[config.mk]
export PLATFORM = sky130hd
export DESIGN_NAME = rkc_job_queue
export DESIGN_NICKNAME = d
export VERILOG_FILES = /design/src/rkc_pkg.sv /design/src/rkc_job_queue.sv
export SDC_FILE = /design/constraint.sdc
export NUM_CORES = 1
export LEC_CHECK = 0
export BUFFER_PORTS_ARGS = -buffer_cell sky130_fd_sc_hd__buf_4
export CAP_MARGIN = 20
export CORE_MARGIN = 2
export CORE_UTILIZATION = 25
export CTS_BUF_LIST = sky130_fd_sc_hd__clkbuf_16
export DETAILED_ROUTE_END_ITERATION = 8
export PLACE_DENSITY_LB_ADDON = 0.05
export SYNTH_ARGS = -nofsm -noshare
export SYNTH_HDL_FRONTEND = slang
export SYNTH_SLANG_ARGS = --single-unit
export TNS_END_PERCENT = 50
[constraint.sdc]
create_clock -name clk -period 12.35 [get_ports clk]
set_input_delay 0.6175 -clock clk [delete_from_list [all_inputs] [get_ports clk]]
set_output_delay 0.6175 -clock clk [all_outputs]
set_load 0.02 [all_outputs]
[src/rkc_pkg.sv]
// shared types, register codes and helpers for the 3x3 rgba convolution
package rkc_pkg;

	localparam int MAX_WIDTH = 1024;
	localparam int COL_W     = $clog2(MAX_WIDTH);
	localparam int ROW_W     = 16;
	localparam int IMW_W     = 11;
	localparam int SUM_W     = 24;
	localparam int PROD_W    = 43;
	localparam int T_W       = 44;

	localparam logic [2:0] REG_KERNEL_TOP    = 3'd0;
	localparam logic [2:0] REG_KERNEL_MIDDLE = 3'd1;
	localparam logic [2:0] REG_KERNEL_BOTTOM = 3'd2;
	localparam logic [2:0] REG_SCALE_FACTOR  = 3'd3;
	localparam logic [2:0] REG_BIAS_OFFSET   = 3'd4;
	localparam logic [2:0] REG_KEEP_ALPHA    = 3'd5;
	localparam logic [2:0] REG_IMAGE_WIDTH   = 3'd6;
	localparam logic [2:0] REG_IMAGE_HEIGHT  = 3'd7;

	localparam logic OP_PIXEL = 1'b0;
	localparam logic OP_DRAIN = 1'b1;

	typedef struct packed {
		logic       operation;
		logic [7:0] in_red;
		logic [7:0] in_green;
		logic [7:0] in_blue;
		logic [7:0] in_alpha;
	} item_t;

	typedef struct packed {
		logic [7:0] out_red;
		logic [7:0] out_green;
		logic [7:0] out_blue;
		logic [7:0] out_alpha;
		logic       frame_end;
	} result_t;

	typedef struct packed {
		logic [2:0][35:0]   kernel;
		logic [17:0]        scale;
		logic signed [13:0] bias;
		logic               keep_alpha;
		logic [IMW_W-1:0]   width;
		logic [ROW_W-1:0]   height;
	} cfg_t;

	// window indexed [row][column], one rgba word per sample
	typedef struct packed {
		logic [2:0][2:0][31:0] px;
		logic                  frame_end;
	} job_t;

	function automatic logic [IMW_W-1:0] eff_width(input logic [IMW_W-1:0] w);
		logic [IMW_W-1:0] r;
		r = w;
		if (w == '0) begin
			r = IMW_W'(1);
		end else if (w > IMW_W'(MAX_WIDTH)) begin
			r = IMW_W'(MAX_WIDTH);
		end
		return r;
	endfunction

	function automatic logic [ROW_W-1:0] eff_height(input logic [ROW_W-1:0] h);
		return (h == '0) ? ROW_W'(1) : h;
	endfunction

	function automatic logic signed [11:0] coef(input logic [35:0] row, input logic [1:0] kx);
		logic signed [11:0] c;
		unique case (kx)
			2'd0: c = row[11:0];
			2'd1: c = row[23:12];
			2'd2: c = row[35:24];
			default: c = '0;
		endcase
		return c;
	endfunction

endpackage

[src/rkc_job_queue.sv]
// two-entry queue of windows between front end and arithmetic back end
module rkc_job_queue (
	input  logic          clk,
	input  logic          arst_n,
	input  logic          push,
	input  rkc_pkg::job_t din,
	output logic          full,
	input  logic          pop,
	output rkc_pkg::job_t dout,
	output logic          empty
);

	rkc_pkg::job_t ent_q [2];
	logic       wp_q, rp_q;
	logic [1:0] cnt_q;

	assign full  = (cnt_q == 2'd2);
	assign empty = (cnt_q == 2'd0);
	assign dout  = ent_q[rp_q];

	always_ff @(posedge clk) begin
		if (push && !full) begin
			ent_q[wp_q] <= din;
		end
	end

	always_ff @(posedge clk or negedge arst_n) begin
		if (!arst_n) begin
			wp_q  <= 1'b0;
			rp_q  <= 1'b0;
			cnt_q <= '0;
		end else begin
			if (push && !full) begin
				wp_q <= !wp_q;
			end
			if (pop && !empty) begin
				rp_q <= !rp_q;
			end
			cnt_q <= cnt_q + {1'b0, push && !full} - {1'b0, pop && !empty};
		end
	end

endmodule

# ---- Yosys cells after proc, flatten, opt, wreduce, memory -nomap -nowiden
# Memories as Yosys holds them, arrays and structs flattened.
# Index checks and enable logic that the tools add are counted.
dict set report classes {
  add_sub_neg 2
  multipliers 0
  n_div 0
  magnitude_cmp 0
  eq_ne 1
  n_shift 0
  muxes 2
  bitwise_logic 0
  n_reduce_logical 7
}
# operator count
set ops {}
lappend ops {{$logic_not 1->1} 4}
lappend ops {{$add 2x1->2} 1}
lappend ops {{$eq 2x2->1 const B} 1}
lappend ops {{$logic_and 1x1->1} 2}
lappend ops {{$logic_not 2->1} 1}
lappend ops {{$mux 1} 2}
lappend ops {{$sub 2x1->2} 1}
dict set report word_totals {
  reg_bits 4
  latch_bits 0
  ram_bits 578
  rom_bits 0
  inputBits 293
  output_inout_bits 291
  wordCells 16
  n_memories 1
}
# name depth word_bits rd rd_ports_with_merged_regs write_ports line
set mem_list {}
lappend mem_list {ent_q 2 289 1 0 1 rkc_job_queue.sv:13} ;# rkc_pkg::job_t ent_q [2];

# ---- Longest topological paths before layout
dict set report logic_depth {
  word_depth 5
  depth_mapped 7
  mapped_depth_nobuf 7
}

# ---- Worst setup path after synthesis
# OpenSTA, ideal clock, no wires.
dict set report synth_timing {
  path_type {input-to-reg}
  startpoint {in push}
  endpoint {mem ent_q[0][0] (netlist bit) (enable)}
  setup_ns 0.945
  t_arrival_ns 12.677
  required_ns 11.405
  setup_slack_ns -1.272
  stages 2
  n_path_buf 0
  path_cell_list {nand2_1 -> nor2_1}
}
dict set report synth_between {
  elab_chain_len 3
}
# element line
set synth_rtl {}
lappend synth_rtl {{start, declared} rkc_job_queue.sv:5} ;# input logic push,
lappend synth_rtl {{$logic_and 1x1->1} rkc_job_queue.sv:22} ;# if (push && !full) begin
lappend synth_rtl {{$mux 1} rkc_job_queue.sv:22}
lappend synth_rtl {{$mux 1 (implied by the code)} rkc_job_queue.sv:23} ;# ent_q[wp_q] <= din;
lappend synth_rtl {{end, declared} rkc_job_queue.sv:13}
# Every way passes these cells.

==> results by group <==
Synthesis
  – Post-synthesis sequential area ratio: 0.815
  – Mapped Nets: 1212
  – Synth Area per Inst: 23.4 µm²
  – Yosys top cell by area: edfxtp_1
  – Synth area leaders: edfxtp_1 (81%), mux2_2 (9.9%), mux2_4 (7.0%)
  – Mapped cell area: 21400 µm²
  – Register bit total from synthesis: between 500 and 600
  – Post-Syn Instances: 917
  – Synth top area share: 0.810
  – Syn. warnings: 0
  – Count of cell types in the netlist: 16

Cells and area
  – Commonest non-fill, non-tap cells in the layout: buf_4 (591), edfxtp_1 (578), mux2_2 (189)
  – Final #Nets: 1846
  – Cell Count, Final, Fillers Out: 2748
  – Share of layout cells above drive strength 1: 0.605
  – Most common cell after layout, fill and taps aside: buf_4
  – Area Growth Syn to Fin: 36.6%

Detailed routing
  – DR vias: 10.8k
  – DRC viols: 0
  – WL/cell: between 20 and 25 µm
  – WL final: 58700 µm
  – Initial DRC Count: 394
  – DR pass1 iterations: 4
  – Via density: 3.93
  – Detail Route Antenna Nets: 0

Placement
  – Gpl congestion: 0.745
  – DP Wirelength: around 40000 µm
  – Port bufs: 583
  – # placed instances: 2622

Floorplan
  – Ports: between 500 and 600
  – Starting Density: 0.252
  – Core ar.: 85000 µm²
  – Site row count: between 100 and 150
  – Die area: 88000 µm²
  – Die Span X: 297 µm
  – Die height: between 200 and 300 µm

Min path
  – Hold Path Depth: 1
  – Worst Hold End: ent_q[0][87]
  – Min-delay src: din[87]
  – HP Class: primary input to register

CTS
  – Num CTS Buffers: 70
  – Post-CTS resize count: 0
  – Clock sink count: 582
  – CTS root buf: clkbuf_16
  – Post-CTS setup buffer count: 0
  – Post-CTS Hold Buffers: 1
  – H-tree Lvls: 3
  – CTS tree: done
  – Clock Latency Late Sink: 600 ps
  – Clock-pin slew on the worst setup and hold paths: 60 ps
  – CTS max path bufs: 3

Setup path
  – Worst Path Arrival: 3740 ps
  – Critical path data required time: 11730 ps
  – Crit path from: rp_q
  – Crit-path max FO: between 60 and 70
  – CP Launch Type: register
  – Reg2reg start: cnt_q[1]
  – R2r setup slk: ~9000 ps
  – RR Endpoint: ent_q[1][263]
  – Worst r2r path cells: 4
  – Crit path kind: register to output pin
  – Crit path capture type: output pin

Global route
  – First-pass GRT wire length: 79100 µm
  – Initial antenna violation count: 9
  – Grt ovf: 0
  – Vias in the first global route: between 10k and 15k
  – Largest net degree at the start of global routing: roughly 160
  – GRT Total Usage: 0.126

STA
  – Final Hold Fails: 0
  – RSZ-0062 raised after global routing: false
  – Max-slew violation count: between 40 and 50
  – Period utilization: 0.353
  – Skew final: roughly 17 ps
  – Setup TNS Final: 0 ps
  – Achievable Freq: around 230 MHz
  – Minimum clock period: 4350 ps
  – Slew headroom: -0.0397
  – Slew @ Worst Pin: 1560 ps
  – Setup Viol. Count Final: 0

Outcome
  – Violated checks: max-slew violations
  – Status: finished, violations left

Power
  – Cell Pwr Density: 251 nW/µm²
  – Worst vdd ir: 0.251 mV
  – Leakage: 11.0 nW

Flow run
  – MaxCap Viol Count: 0
==> sequential cells by signal, indices dropped and copies added (netlist names) <==
signal / count
ent_q: 578
cnt_q: 2
rp_q: 1
wp_q: 1
==> metrics by stage <==
stage	util	hold WS, ps	setup slack [ps]	cell area [µm²]	power, mW
final	0.344	198	8000	29200	7.34
after detailed placement	0.319	445	8550	27100	5.57
after global routing	0.344	150	7790	29200	7.70
after CTS	0.344	133	7870	29200	7.51
after global placement	0.319	444	8600	27100	5.56
after floorplan	-	322	3630	21400	4.57
==> cell type report <==
class	count	area, µm²
fill	8206	55800
sequential	582	17500
timing repair buffer	594	4490
multi-input combinational	301	3730
clock buffer	72	1800
tap	1144	1430
clock inverter	50	320
inverter	2	7.51
antenna	3	7.51
==> power by group <==
part | internal (mW) | total [mW] | leakage [nW] | switching (mW)
sequential | 2.71 | 2.86 | 5.41 | 0.152
combinational | 1.15 | 2.59 | 4.48 | 1.44
clock | 1.10 | 1.89 | 1.08 | 0.790
==> critical path, stage by stage, from the launching register on <==
cell and delay, ps:
dfrtp_4 1040, buf_4 590, buf_4 790, mux2_2 430, buf_4 160
==> synth_stat cells <==
| cell | n |
|---|---|
| ha_1 | 2 |
| buf_2 | 20 |
| nand2_1 | 1 |
| dfrtp_1 | 4 |
| nor2b_1 | 1 |
| and3_1 | 1 |
| mux2_2 | 189 |
| inv_1 | 2 |
| mux2_4 | 100 |
| xor2_1 | 1 |
| xnor2_1 | 3 |
| nor2_1 | 2 |
| buf_6 | 11 |
| nand2b_1 | 1 |
| buf_4 | 1 |
| edfxtp_1 | 578 |
==> per-layer routing <==
layer / vias to the layer above / track usage / wire length, µm
met1: 5383 / 0.128 / 20300
met3: 77 / 0.0587 / 6020
met2: 374 / 0.230 / 31300
li1: 4950 / - / -
met4: 14 / 0.0377 / 997
met5: - / 0 / 80
==> worst max-delay path by stage <==
stage / endpoint / slack (ps)
3_3_place_gp: dout[38] / 8600
2_1_floorplan: ent_q[0][0] / 3630
4_1_cts: dout[59] / 7870
6_report: dout[57] / 8000
3_5_place_dp: dout[66] / 8550
5_1_grt: dout[8] / 7790
==> cells by family after synthesis <==
group	after synthesis	synth area share
XOR/XNOR	4	0.00164
adder cells (fa/ha/maj)	2	0.00117
buffers and inverters	34	0.0112
flip-flops	582	0.815
multiplexers	289	0.169
AND/OR/NAND/NOR	6	0.00140
(Power assumes the default switching activity.)
